===== config.mk =====
export PLATFORM = sky130hd
export DESIGN_NAME = indexed_array_store_top_flat
export DESIGN_NICKNAME = d
export VERILOG_FILES = /design/src/hw/rtl/ias_pkg.sv /design/src/hw/rtl/ias_req_if.sv /design/src/hw/rtl/ias_rsp_if.sv /design/src/hw/rtl/ias_ram.sv /design/src/hw/rtl/ias_ctrl.sv /design/src/hw/rtl/ias_dp.sv /design/src/hw/rtl/indexed_array_store_top.sv /design/src/flat_wrapper.sv
export SDC_FILE = /design/constraint.sdc
export NUM_CORES = 2
export LEC_CHECK = 0
export BUFFER_PORTS_ARGS = -buffer_cell sky130_fd_sc_hd__buf_2
export CORE_MARGIN = 1.5
export CORE_UTILIZATION = 35
export DETAILED_ROUTE_END_ITERATION = 10
export PLACE_DENSITY_LB_ADDON = 0.08
export SLEW_MARGIN = 20
export SYNTH_ARGS = -nofsm -noshare
export SYNTH_HDL_FRONTEND = slang
export SYNTH_SLANG_ARGS = --single-unit

===== constraint.sdc =====
create_clock -name clk -period 5.98 [get_ports clk]
set_input_delay 1.196 -clock clk [delete_from_list [all_inputs] [get_ports clk]]
set_output_delay 1.196 -clock clk [all_outputs]
set_load 0.02 [all_outputs]

===== src/hw/rtl/ias_pkg.sv =====
`timescale 1ns / 1ps

package ias_pkg;

	// field widths of the request and result channels
	localparam int REQ_W   = 3;
	localparam int IDX_W   = 7;
	localparam int VAL_W   = 32;
	localparam int STAT_W  = 2;
	localparam int POS_W   = 6;
	localparam int COUNT_W = 7;
	localparam int CAP_W   = 7;

	localparam int DEPTH_DEF = 64;
	localparam logic [CAP_W-1:0] CAP_RESET = 7'd64;

	// request types
	localparam logic [REQ_W-1:0] REQ_INSERT = 3'd0;
	localparam logic [REQ_W-1:0] REQ_DELETE = 3'd1;
	localparam logic [REQ_W-1:0] REQ_SEARCH = 3'd2;
	localparam logic [REQ_W-1:0] REQ_GET    = 3'd3;
	localparam logic [REQ_W-1:0] REQ_SET    = 3'd4;
	localparam logic [REQ_W-1:0] REQ_SORTED = 3'd5;

	// result status codes
	localparam logic [STAT_W-1:0] ST_OK    = 2'd0;
	localparam logic [STAT_W-1:0] ST_RANGE = 2'd1;
	localparam logic [STAT_W-1:0] ST_FULL  = 2'd2;
	localparam logic [STAT_W-1:0] ST_MISS  = 2'd3;

	// walk pointer operations
	localparam logic [2:0] PTR_HOLD = 3'd0;
	localparam logic [2:0] PTR_INC  = 3'd1;
	localparam logic [2:0] PTR_DEC  = 3'd2;
	localparam logic [2:0] PTR_IDX  = 3'd3;
	localparam logic [2:0] PTR_LAST = 3'd4;
	localparam logic [2:0] PTR_ZERO = 3'd5;

	// memory write modes
	localparam logic [2:0] WR_NONE     = 3'd0;
	localparam logic [2:0] WR_UP       = 3'd1;
	localparam logic [2:0] WR_DOWN     = 3'd2;
	localparam logic [2:0] WR_VAL_IDX  = 3'd3;
	localparam logic [2:0] WR_VAL_ZERO = 3'd4;
	localparam logic [2:0] WR_VAL_UP   = 3'd5;
	localparam logic [2:0] WR_TMP_RP   = 3'd6;

	// count operations
	localparam logic [1:0] CNT_HOLD = 2'd0;
	localparam logic [1:0] CNT_INC  = 2'd1;
	localparam logic [1:0] CNT_DEC  = 2'd2;

	typedef struct packed {
		logic              load;
		logic              rd_en;
		logic [2:0]        ptr_op;
		logic [2:0]        wr_mode;
		logic              cap_data;
		logic              cap_tmp;
		logic              cap_pos;
		logic              set_status;
		logic [STAT_W-1:0] status;
		logic [1:0]        cnt_op;
		logic              out_load;
	} cmd_t;

	typedef struct packed {
		logic [REQ_W-1:0] req;
		logic             idx_le_cnt;
		logic             idx_lt_cnt;
		logic             full;
		logic             cnt_zero;
		logic             ptr_eq_idx;
		logic             rp_is_zero;
		logic             rp_is_last;
		logic             rd_valid;
		logic             rd_eq;
		logic             rd_gt;
	} sts_t;

endpackage


===== src/hw/rtl/ias_req_if.sv =====
`timescale 1ns / 1ps

interface ias_req_if import ias_pkg::*; ();
	logic                    valid;
	logic                    ready;
	logic [REQ_W-1:0]        req_type;
	logic [IDX_W-1:0]        elem_index;
	logic signed [VAL_W-1:0] value;

	modport source (output valid, output req_type, output elem_index, output value,
		input ready);
	modport sink (input valid, input req_type, input elem_index, input value,
		output ready);
endinterface


===== src/hw/rtl/ias_rsp_if.sv =====
`timescale 1ns / 1ps

interface ias_rsp_if import ias_pkg::*; ();
	logic                    valid;
	logic                    ready;
	logic [STAT_W-1:0]       status;
	logic signed [VAL_W-1:0] data;
	logic [POS_W-1:0]        position;
	logic [COUNT_W-1:0]      count;

	modport source (output valid, output status, output data, output position,
		output count, input ready);
	modport sink (input valid, input status, input data, input position,
		input count, output ready);
endinterface


===== src/hw/rtl/ias_ram.sv =====
`timescale 1ns / 1ps

module ias_ram #(
	parameter int WIDTH = 32,
	parameter int DEPTH = 64,
	localparam int AW = $clog2(DEPTH)
) (
	input  logic             clk,
	input  logic             we,
	input  logic [AW-1:0]    waddr,
	input  logic [WIDTH-1:0] wdata,
	input  logic             re,
	input  logic [AW-1:0]    raddr,
	output logic [WIDTH-1:0] rdata
);

	logic [WIDTH-1:0] mem_q [DEPTH];

	always_ff @(posedge clk) begin
		if (we) begin
			mem_q[waddr] <= wdata;
		end
		if (re) begin
			rdata <= mem_q[raddr];
		end
	end

endmodule


===== src/hw/rtl/ias_ctrl.sv =====
`timescale 1ns / 1ps

module ias_ctrl import ias_pkg::*; (
	input  logic clk,
	input  logic arst_n,
	input  logic in_valid,
	output logic in_ready,
	output logic out_valid,
	input  logic out_ready,
	output cmd_t cmd,
	input  sts_t sts
);

	localparam logic [4:0] S_IDLE       = 5'd0;
	localparam logic [4:0] S_DECODE     = 5'd1;
	localparam logic [4:0] S_INS_SHIFT  = 5'd2;
	localparam logic [4:0] S_INS_LAST   = 5'd3;
	localparam logic [4:0] S_INS_PUT    = 5'd4;
	localparam logic [4:0] S_DEL_FIRST  = 5'd5;
	localparam logic [4:0] S_DEL_CAPT   = 5'd6;
	localparam logic [4:0] S_DEL_SHIFT  = 5'd7;
	localparam logic [4:0] S_SRCH_FIRST = 5'd8;
	localparam logic [4:0] S_SRCH       = 5'd9;
	localparam logic [4:0] S_SRCH_SW1   = 5'd10;
	localparam logic [4:0] S_SRCH_SW2   = 5'd11;
	localparam logic [4:0] S_GET_RD     = 5'd12;
	localparam logic [4:0] S_GET_CAP    = 5'd13;
	localparam logic [4:0] S_SINS_FIRST = 5'd14;
	localparam logic [4:0] S_SINS       = 5'd15;
	localparam logic [4:0] S_SINS_PUT0  = 5'd16;
	localparam logic [4:0] S_FINISH     = 5'd17;

	logic [4:0] state_q;
	logic [4:0] state_d;
	logic       out_valid_q;

	assign in_ready  = (state_q == S_IDLE);
	assign out_valid = out_valid_q;

	always_comb begin
		cmd     = '0;
		state_d = state_q;
		unique case (state_q)
			S_IDLE: begin
				if (in_valid) begin
					cmd.load = 1'b1;
					state_d  = S_DECODE;
				end
			end
			S_DECODE: begin
				state_d = S_FINISH;
				unique case (sts.req)
					REQ_INSERT: begin
						if (!sts.idx_le_cnt) begin
							cmd.set_status = 1'b1;
							cmd.status     = ST_RANGE;
						end else if (sts.full) begin
							cmd.set_status = 1'b1;
							cmd.status     = ST_FULL;
						end else if (sts.idx_lt_cnt) begin
							cmd.ptr_op = PTR_LAST;
							state_d    = S_INS_SHIFT;
						end else begin
							state_d = S_INS_PUT;
						end
					end
					REQ_DELETE: begin
						if (!sts.idx_lt_cnt) begin
							cmd.set_status = 1'b1;
							cmd.status     = ST_RANGE;
						end else begin
							cmd.ptr_op = PTR_IDX;
							state_d    = S_DEL_FIRST;
						end
					end
					REQ_SEARCH: begin
						if (sts.cnt_zero) begin
							cmd.set_status = 1'b1;
							cmd.status     = ST_MISS;
						end else begin
							cmd.ptr_op = PTR_ZERO;
							state_d    = S_SRCH_FIRST;
						end
					end
					REQ_GET: begin
						if (!sts.idx_lt_cnt) begin
							cmd.set_status = 1'b1;
							cmd.status     = ST_RANGE;
						end else begin
							cmd.ptr_op = PTR_IDX;
							state_d    = S_GET_RD;
						end
					end
					REQ_SET: begin
						if (!sts.idx_lt_cnt) begin
							cmd.set_status = 1'b1;
							cmd.status     = ST_RANGE;
						end else begin
							cmd.wr_mode = WR_VAL_IDX;
						end
					end
					REQ_SORTED: begin
						if (sts.full) begin
							cmd.set_status = 1'b1;
							cmd.status     = ST_FULL;
						end else if (sts.cnt_zero) begin
							cmd.wr_mode = WR_VAL_ZERO;
							cmd.cnt_op  = CNT_INC;
						end else begin
							cmd.ptr_op = PTR_LAST;
							state_d    = S_SINS_FIRST;
						end
					end
					default: begin
						// unused request types finish with an ok status
						state_d = S_FINISH;
					end
				endcase
			end
			S_INS_SHIFT: begin
				// read walks down, each word read is written back one slot higher
				cmd.rd_en = 1'b1;
				if (sts.rd_valid) begin
					cmd.wr_mode = WR_UP;
				end
				if (sts.ptr_eq_idx) begin
					state_d = S_INS_LAST;
				end else begin
					cmd.ptr_op = PTR_DEC;
				end
			end
			S_INS_LAST: begin
				cmd.wr_mode = WR_UP;
				state_d     = S_INS_PUT;
			end
			S_INS_PUT: begin
				cmd.wr_mode = WR_VAL_IDX;
				cmd.cnt_op  = CNT_INC;
				state_d     = S_FINISH;
			end
			S_DEL_FIRST: begin
				cmd.rd_en  = 1'b1;
				cmd.ptr_op = PTR_INC;
				state_d    = S_DEL_CAPT;
			end
			S_DEL_CAPT: begin
				cmd.cap_data = 1'b1;
				if (sts.rp_is_last) begin
					cmd.cnt_op = CNT_DEC;
					state_d    = S_FINISH;
				end else begin
					cmd.rd_en  = 1'b1;
					cmd.ptr_op = PTR_INC;
					state_d    = S_DEL_SHIFT;
				end
			end
			S_DEL_SHIFT: begin
				cmd.wr_mode = WR_DOWN;
				if (sts.rp_is_last) begin
					cmd.cnt_op = CNT_DEC;
					state_d    = S_FINISH;
				end else begin
					cmd.rd_en  = 1'b1;
					cmd.ptr_op = PTR_INC;
				end
			end
			S_SRCH_FIRST: begin
				cmd.rd_en  = 1'b1;
				cmd.ptr_op = PTR_INC;
				state_d    = S_SRCH;
			end
			S_SRCH: begin
				// entry 0 is kept for the swap
				cmd.cap_tmp = sts.rp_is_zero;
				if (sts.rd_eq) begin
					cmd.cap_pos = 1'b1;
					state_d     = S_SRCH_SW1;
				end else if (sts.rp_is_last) begin
					cmd.set_status = 1'b1;
					cmd.status     = ST_MISS;
					state_d        = S_FINISH;
				end else begin
					cmd.rd_en  = 1'b1;
					cmd.ptr_op = PTR_INC;
				end
			end
			S_SRCH_SW1: begin
				cmd.wr_mode = WR_TMP_RP;
				state_d     = S_SRCH_SW2;
			end
			S_SRCH_SW2: begin
				cmd.wr_mode = WR_VAL_ZERO;
				state_d     = S_FINISH;
			end
			S_GET_RD: begin
				cmd.rd_en = 1'b1;
				state_d   = S_GET_CAP;
			end
			S_GET_CAP: begin
				cmd.cap_data = 1'b1;
				state_d      = S_FINISH;
			end
			S_SINS_FIRST: begin
				cmd.rd_en  = 1'b1;
				cmd.ptr_op = PTR_DEC;
				state_d    = S_SINS;
			end
			S_SINS: begin
				if (sts.rd_gt) begin
					cmd.wr_mode = WR_UP;
					if (sts.rp_is_zero) begin
						state_d = S_SINS_PUT0;
					end else begin
						cmd.rd_en  = 1'b1;
						cmd.ptr_op = PTR_DEC;
					end
				end else begin
					// equal entries stay in front of the new value
					cmd.wr_mode = WR_VAL_UP;
					cmd.cnt_op  = CNT_INC;
					state_d     = S_FINISH;
				end
			end
			S_SINS_PUT0: begin
				cmd.wr_mode = WR_VAL_ZERO;
				cmd.cnt_op  = CNT_INC;
				state_d     = S_FINISH;
			end
			S_FINISH: begin
				if (!out_valid_q || out_ready) begin
					cmd.out_load = 1'b1;
					state_d      = S_IDLE;
				end
			end
			default: begin
				state_d = S_IDLE;
			end
		endcase
	end

	always_ff @(posedge clk or negedge arst_n) begin
		if (!arst_n) begin
			state_q     <= S_IDLE;
			out_valid_q <= 1'b0;
		end else begin
			state_q <= state_d;
			if (cmd.out_load) begin
				out_valid_q <= 1'b1;
			end else if (out_ready) begin
				out_valid_q <= 1'b0;
			end
		end
	end

`ifndef ASSERT_OFF
	a_no_overwrite: assert property (@(posedge clk) disable iff (!arst_n)
		cmd.out_load |-> (!out_valid_q || out_ready))
		else $error("result register overwritten while still held");

	a_decode_after_accept: assert property (@(posedge clk) disable iff (!arst_n)
		(state_q == S_DECODE) |-> $past(in_valid && in_ready))
		else $error("decode entered without an accepted request");

	a_dec_nonempty: assert property (@(posedge clk) disable iff (!arst_n)
		(cmd.cnt_op == CNT_DEC) |-> !sts.cnt_zero)
		else $error("count decremented below zero");
`endif

endmodule


===== src/hw/rtl/ias_dp.sv =====
`timescale 1ns / 1ps

module ias_dp import ias_pkg::*; #(
	parameter int DEPTH = DEPTH_DEF
) (
	input  logic                    clk,
	input  logic                    arst_n,
	input  logic                    cfg_we,
	input  logic [CAP_W-1:0]        cfg_wdata,
	input  logic [REQ_W-1:0]        in_req_type,
	input  logic [IDX_W-1:0]        in_elem_index,
	input  logic signed [VAL_W-1:0] in_value,
	output logic [STAT_W-1:0]       out_status,
	output logic signed [VAL_W-1:0] out_data,
	output logic [POS_W-1:0]        out_position,
	output logic [COUNT_W-1:0]      out_count,
	input  cmd_t                    cmd,
	output sts_t                    sts
);

	localparam int AW    = $clog2(DEPTH);
	localparam int CNT_W = $clog2(DEPTH + 1);
	localparam int E_W   = CNT_W + IDX_W;

	logic [CAP_W-1:0]        cap_q;
	logic [CNT_W-1:0]        cnt_q;
	logic [AW-1:0]           ptr_q;
	logic [AW-1:0]           rp_q;
	logic                    rv_q;
	logic [REQ_W-1:0]        req_q;
	logic [IDX_W-1:0]        idx_q;
	logic signed [VAL_W-1:0] val_q;
	logic [VAL_W-1:0]        tmp_q;
	logic [STAT_W-1:0]       res_status_q;
	logic signed [VAL_W-1:0] res_data_q;
	logic [POS_W-1:0]        res_pos_q;
	logic [STAT_W-1:0]       out_status_q;
	logic signed [VAL_W-1:0] out_data_q;
	logic [POS_W-1:0]        out_pos_q;
	logic [COUNT_W-1:0]      out_count_q;

	logic [VAL_W-1:0] rd_data;
	logic             ram_we;
	logic [AW-1:0]    ram_waddr;
	logic [VAL_W-1:0] ram_wdata;

	logic [E_W-1:0] cnt_e;
	logic [E_W-1:0] idx_e;
	logic [E_W-1:0] cap_e;
	logic [E_W-1:0] lim_e;
	logic [AW-1:0]  ptr_last;

	assign cnt_e    = E_W'(cnt_q);
	assign idx_e    = E_W'(idx_q);
	assign cap_e    = E_W'(cap_q);
	// capacity above the memory depth acts as the depth
	assign lim_e    = (cap_e > E_W'(DEPTH)) ? E_W'(DEPTH) : cap_e;
	assign ptr_last = AW'(cnt_q - CNT_W'(1));

	assign sts.req        = req_q;
	assign sts.idx_le_cnt = (idx_e <= cnt_e);
	assign sts.idx_lt_cnt = (idx_e < cnt_e);
	assign sts.full       = (cnt_e >= lim_e);
	assign sts.cnt_zero   = (cnt_q == '0);
	assign sts.ptr_eq_idx = (E_W'(ptr_q) == idx_e);
	assign sts.rp_is_zero = (rp_q == '0);
	assign sts.rp_is_last = (E_W'(rp_q) == cnt_e - E_W'(1));
	assign sts.rd_valid   = rv_q;
	assign sts.rd_eq      = (rd_data == $unsigned(val_q));
	assign sts.rd_gt      = ($signed(rd_data) > val_q);

	always_comb begin
		ram_we    = 1'b0;
		ram_waddr = rp_q;
		ram_wdata = rd_data;
		unique case (cmd.wr_mode)
			WR_UP: begin
				ram_we    = 1'b1;
				ram_waddr = rp_q + AW'(1);
			end
			WR_DOWN: begin
				ram_we    = 1'b1;
				ram_waddr = rp_q - AW'(1);
			end
			WR_VAL_IDX: begin
				ram_we    = 1'b1;
				ram_waddr = AW'(idx_q);
				ram_wdata = $unsigned(val_q);
			end
			WR_VAL_ZERO: begin
				ram_we    = 1'b1;
				ram_waddr = '0;
				ram_wdata = $unsigned(val_q);
			end
			WR_VAL_UP: begin
				ram_we    = 1'b1;
				ram_waddr = rp_q + AW'(1);
				ram_wdata = $unsigned(val_q);
			end
			WR_TMP_RP: begin
				ram_we    = 1'b1;
				ram_wdata = tmp_q;
			end
			default: begin
				ram_we = 1'b0;
			end
		endcase
	end

	ias_ram #(
		.WIDTH(VAL_W),
		.DEPTH(DEPTH)
	) u_ram (
		.clk  (clk),
		.we   (ram_we),
		.waddr(ram_waddr),
		.wdata(ram_wdata),
		.re   (cmd.rd_en),
		.raddr(ptr_q),
		.rdata(rd_data)
	);

	always_ff @(posedge clk or negedge arst_n) begin
		if (!arst_n) begin
			cap_q <= CAP_RESET;
			cnt_q <= '0;
			ptr_q <= '0;
			rv_q  <= 1'b0;
		end else begin
			if (cfg_we) begin
				cap_q <= cfg_wdata;
			end
			rv_q <= cmd.rd_en;
			case (cmd.cnt_op)
				CNT_INC: cnt_q <= cnt_q + CNT_W'(1);
				CNT_DEC: cnt_q <= cnt_q - CNT_W'(1);
				default: cnt_q <= cnt_q;
			endcase
			unique case (cmd.ptr_op)
				PTR_INC:  ptr_q <= ptr_q + AW'(1);
				PTR_DEC:  ptr_q <= ptr_q - AW'(1);
				PTR_IDX:  ptr_q <= AW'(idx_q);
				PTR_LAST: ptr_q <= ptr_last;
				PTR_ZERO: ptr_q <= '0;
				default:  ptr_q <= ptr_q;
			endcase
		end
	end

	always_ff @(posedge clk) begin
		if (cmd.rd_en) begin
			rp_q <= ptr_q;
		end
		if (cmd.load) begin
			req_q        <= in_req_type;
			idx_q        <= in_elem_index;
			val_q        <= in_value;
			res_status_q <= ST_OK;
			res_data_q   <= '0;
			res_pos_q    <= '0;
		end else begin
			if (cmd.set_status) begin
				res_status_q <= cmd.status;
			end
			if (cmd.cap_data) begin
				res_data_q <= $signed(rd_data);
			end
			if (cmd.cap_pos) begin
				res_pos_q <= POS_W'(rp_q);
			end
		end
		if (cmd.cap_tmp) begin
			tmp_q <= rd_data;
		end
		if (cmd.out_load) begin
			out_status_q <= res_status_q;
			out_data_q   <= res_data_q;
			out_pos_q    <= res_pos_q;
			out_count_q  <= COUNT_W'(cnt_q);
		end
	end

	assign out_status   = out_status_q;
	assign out_data     = out_data_q;
	assign out_position = out_pos_q;
	assign out_count    = out_count_q;

`ifndef ASSERT_OFF
	a_no_rw_collision: assert property (@(posedge clk) disable iff (!arst_n)
		(ram_we && cmd.rd_en) |-> (ram_waddr != ptr_q))
		else $error("read and write hit the same entry in one cycle");

	a_count_bound: assert property (@(posedge clk) disable iff (!arst_n)
		E_W'(cnt_q) <= E_W'(DEPTH))
		else $error("entry count beyond memory depth");

	a_inc_not_full: assert property (@(posedge clk) disable iff (!arst_n)
		(cmd.cnt_op == CNT_INC) |-> !sts.full)
		else $error("entry added to a full list");
`endif

endmodule


===== src/hw/rtl/indexed_array_store_top.sv =====
`timescale 1ns / 1ps
// channel | modport       | moves
// req     | ias_req_if    | request: req_type, elem_index, value
// rsp     | ias_rsp_if    | result: status, data, position, count
// cfg     | cfg_we/wdata  | capacity register write, no read-back
//
// one request at a time: the request side is ready only while the controller is idle, and
// a new request is taken once the previous result has moved to the output register
// the walk moves one entry per cycle through the single read port of the entry memory
// reset clears the count and restores capacity 64; entries hold no reset value
// a finished result waits in the output register, a new request is taken meanwhile

module indexed_array_store_top import ias_pkg::*; #(
	parameter int DEPTH = DEPTH_DEF
) (
	input  logic             clk,
	input  logic             arst_n,
	input  logic             cfg_we,
	input  logic [CAP_W-1:0] cfg_wdata,
	ias_req_if.sink          req,
	ias_rsp_if.source        rsp
);

	cmd_t cmd;
	sts_t sts;

	ias_ctrl u_ctrl (
		.clk      (clk),
		.arst_n   (arst_n),
		.in_valid (req.valid),
		.in_ready (req.ready),
		.out_valid(rsp.valid),
		.out_ready(rsp.ready),
		.cmd      (cmd),
		.sts      (sts)
	);

	ias_dp #(
		.DEPTH(DEPTH)
	) u_dp (
		.clk          (clk),
		.arst_n       (arst_n),
		.cfg_we       (cfg_we),
		.cfg_wdata    (cfg_wdata),
		.in_req_type  (req.req_type),
		.in_elem_index(req.elem_index),
		.in_value     (req.value),
		.out_status   (rsp.status),
		.out_data     (rsp.data),
		.out_position (rsp.position),
		.out_count    (rsp.count),
		.cmd          (cmd),
		.sts          (sts)
	);

endmodule


===== src/flat_wrapper.sv =====
// flat-port wrapper written by rule: the top's interface ports become plain ports
module indexed_array_store_top_flat import ias_pkg::*;
#(
	parameter int DEPTH = DEPTH_DEF
)
  (clk, arst_n, cfg_we, cfg_wdata, req_valid, req_req_type, req_elem_index, req_value, req_ready, rsp_valid, rsp_status, rsp_data, rsp_position, rsp_count, rsp_ready);
  ias_req_if req_i ();
  ias_rsp_if rsp_i ();
  input  logic clk;
  input  logic arst_n;
  input  logic cfg_we;
  input  logic [CAP_W-1:0] cfg_wdata;
  input wire logic [$bits(req_i.valid)-1:0] req_valid;
  input wire logic [$bits(req_i.req_type)-1:0] req_req_type;
  input wire logic [$bits(req_i.elem_index)-1:0] req_elem_index;
  input wire logic [$bits(req_i.value)-1:0] req_value;
  output wire logic [$bits(req_i.ready)-1:0] req_ready;
  output wire logic [$bits(rsp_i.valid)-1:0] rsp_valid;
  output wire logic [$bits(rsp_i.status)-1:0] rsp_status;
  output wire logic [$bits(rsp_i.data)-1:0] rsp_data;
  output wire logic [$bits(rsp_i.position)-1:0] rsp_position;
  output wire logic [$bits(rsp_i.count)-1:0] rsp_count;
  input wire logic [$bits(rsp_i.ready)-1:0] rsp_ready;
  assign req_i.valid = req_valid;
  assign req_i.req_type = req_req_type;
  assign req_i.elem_index = req_elem_index;
  assign req_i.value = req_value;
  assign req_ready = req_i.ready;
  assign rsp_valid = rsp_i.valid;
  assign rsp_status = rsp_i.status;
  assign rsp_data = rsp_i.data;
  assign rsp_position = rsp_i.position;
  assign rsp_count = rsp_i.count;
  assign rsp_i.ready = rsp_ready;
  indexed_array_store_top #(.DEPTH(DEPTH)) u_core (.clk(clk), .arst_n(arst_n), .cfg_we(cfg_we), .cfg_wdata(cfg_wdata), .req(req_i), .rsp(rsp_i));
endmodule

==> results.md <==
* Skew final at 0.0527 ns
* DRC at 0
* Cell taking the most area after synthesis: edfxtp_1
* CP bufs+invs at 2
* CP most frequent cell: o21ai_0
* Final Critical Period at 5.10 ns
* Nets@finish at 4350
* Met2 Resource Use GR at 29.9%
* PwrDens at 561 nW/um^2
* Vias in the first global route at 43200
* Largest cells by area after synthesis: edfxtp_1 75%, mux4_2 17%, dfxtp_1 0.90%
* YS warnings at 0
* Setup TNS at 0 ns
* Most used DFF post-synth: edfxtp_1
* Seq cells post-synth at 2274
* CP Data Arrival Time at 5.69 ns
* Avg Inst Size Synth at 22.8 sq um
* Max-cap violations at 0
* ANT nets after route at 0
* First-pass GRT wire length at 344 mm
* Clock Sink Count at 2274
* Reg clk slew, reported paths at 0.05 ns
* Post-cts gate resize count at 0
* PortBufs at 102
* Vias at 41300
* Status: completed
* H-tree Lvls at 5
* Hold-fix buffers, CTS at 0
* Max-Slew Margin vs Limit at 18.5%
* Fillers at 21900
* Die area at 256000 sq um
* GRT met3 Usage at 4.49%
* Grt ovf at 0
* Final period utilization at 85.3%
* Commonest non-fill, non-tap cell in the layout: edfxtp_1
* Core area at 252000 sq um
* Met1 Use GR at 26.9%
* CP endpoint kind: flop
* Clock Path Buffers at 4
* Post-synth EDFFs at 2207
* Routed len/inst at 31.3 um
* Core Util, Final at 40.9%
* Final hold vios at 0
* CTS tree: done
* Async set or reset register ratio after synthesis at 1.19%
* Via density per instance at 5.31
* Startpoint types: flop
* Fin. max-slew vios at 0
* Post-synth top area share at 74.7%
* Num rows at 184
* Slowest CP cell: nor2_4
* Iter 0 DRT Violations at 3577
* Pin count of the biggest net entering global routing at 131
* Placer congestion estimate at 0.785
* Crit path cell chain: inv_1, ha_1, nor2b_1, o21ai_0, a2111oi_4, o22ai_2, nand2_1, o21ai_0, o21ai_2, nor2_4, buf_4
* # setup viols final at 0
* Chip Height at 506 um
* Worst hold path type: input pin to async pin
* Slowest stage delay, CP at 0.88 ns
* Post-Syn Area at 88700 sq um
* IO Count at 103
* Initial core utilization at 35.3%
* Maximum fanout along the worst path at 21
* # Post-CTS Setup Buffers at 0
* Chip Width at 506 um
* Num CTS Buffers at 274
* GRT Overall Usage at 19.1%
* Seq/Total Area, Yosys at 76.4%
* P_leak at 32.3 nW
* CP top delay family: compound AO/OA/AOI/OAI gates
* DRT Pass-1 Iters at 7
* Worst-skew pair later-pin latency at 0.92 ns
* Most frequent cells in the layout: 2207 x edfxtp_1, 665 x mux4_2, 281 x clkbuf_16, 121 x buf_4, 102 x buf_2
* Post-Syn Nets at 4012
* RSZ-0062 raised after global routing: false
* Max Clock Freq at 196 MHz
* Dpl hpwl at 141 mm
* Worst setup path class: flop to flop
* Area grow syn2layout at 16.2%
* Initial antenna violation count at 28
* Critical Path RT at 6.57 ns
* Share of post-route cells with drive strength above 1 at 32.5%
* Number of distinct library cells after synthesis at 86
* Wirelength, routed at 244 mm
* Worst vdd ir at 0.358 mV
* Root buf cell: clkbuf_16
* Measured slew at the worst slew-check pin at 1.22 ns
* Syn Inst Count at 3899
* GR peak layer: met2
## sequential cells by signal (all words and copies together), names as in the netlist, 7 cells and up
register / count
u_core.u_dp.idx_q: 7
u_core.u_dp.tmp_q: 32
u_core.u_dp.cap_q: 7
u_core.u_dp.cnt_q: 7
u_core.u_dp.out_data: 32
u_core.u_dp.u_ram.mem_q: 2048
u_core.u_dp.val_q: 32
u_core.u_dp.u_ram.rdata: 32
u_core.u_dp.out_count: 7
u_core.u_dp.res_data_q: 32
## Yosys cell counts (4+ instances only)
cell type / n
a211oi_1: 5
a21o_1: 6
a21oi_1: 44
a221o_1: 35
a22oi_1: 4
a31oi_1: 8
and2_1: 37
and3_1: 4
buf_1: 30
buf_2: 61
clkbuf_1: 102
dfrtp_1: 26
dfxtp_1: 40
edfxtp_1: 2207
ha_1: 57
inv_1: 54
mux2_2: 20
mux2i_1: 45
mux4_2: 665
nand2_1: 62
nand2b_1: 9
nand3_1: 21
nand3_2: 4
nand4_1: 12
nor2_1: 143
nor2b_1: 13
nor3_1: 17
nor4_1: 7
o211ai_1: 5
o21a_1: 5
o21ai_0: 31
o21ai_2: 4
o21bai_1: 4
o221ai_1: 4
o31a_1: 4
o31ai_1: 4
or2_2: 4
or3_1: 4
xnor2_1: 14
xor2_1: 14
## per-stage QoR
stage | power [mW] | hold WS, ns | cell area [sq um] | setup WS, ns | instances
2_1_floorplan | 34.1 | 0.408 | 88700 | 1.02 | 3899
3_3_place_gp | 42.9 | 0.422 | 94700 | 1.05 | 7308
3_5_place_dp | 43.0 | 0.421 | 94800 | 0.967 | 7309
4_1_cts | 58.7 | 0.328 | 103000 | 0.945 | 7770
5_1_grt | 60.3 | 0.381 | 103000 | 0.699 | 7772
6_report | 57.8 | 0.369 | 103000 | 0.877 | 7779
## path summary, 6_finish.rpt
path,from,end,slack [ns],cells after the start
max,u_core.u_dp.cnt_q[0],u_core.u_dp.u_ram.mem_q[46][20],0.88,11
min,arst_n,u_core.u_ctrl.state_q[2],0.37,1
max reg2reg,u_core.u_dp.cnt_q[0],u_core.u_dp.u_ram.mem_q[46][20],0.88,11
min reg2reg,u_core.u_dp.res_status_q[1],u_core.u_dp.out_status[1],0.43,0
max in group asynchronous,arst_n,u_core.u_dp.ptr_q[4],4.99,1
min in group clk,u_core.u_dp.res_status_q[1],u_core.u_dp.out_status[1],0.43,0
## cells by family after synthesis
logic type,Yosys count,synth area share [%]
compound gates,195,1.62
xor+xnor,28,0.276
fa+ha+maj,59,0.849
buf+inv,250,1.16
flops,2274,76.4
mux,731,17.7
simple gates,362,2.06
## metal layers
metal / share of wire (%) / routed length [um]
met4: 2.0 / 4970
met5: 0.018 / 45
met2: 47 / 115000
met3: 6.4 / 15700
met1: 44 / 108000
## report_power, final
part / internal (mW) / switching [mW] / leakage [nW]
Combinational: 6.57 / 12.3 / 7.64
Sequential: 22.5 / 0.851 / 20.6
Clock: 9.26 / 6.34 / 4.05
## layout make-up
cell class	count	area, sq um	share of cell area (%)
inverters	54	203	0.197
flip-flops and latches	2274	67800	65.8
diodes	9	22.5	0.0219
multi-input cells	1375	20500	19.9
repair buffers	258	2120	2.06
well taps	3348	4190	4.07
clock buffers	343	7270	7.06
clock inverters	118	981	0.952
No activity file was read; power rests on OpenSTA's default activity.
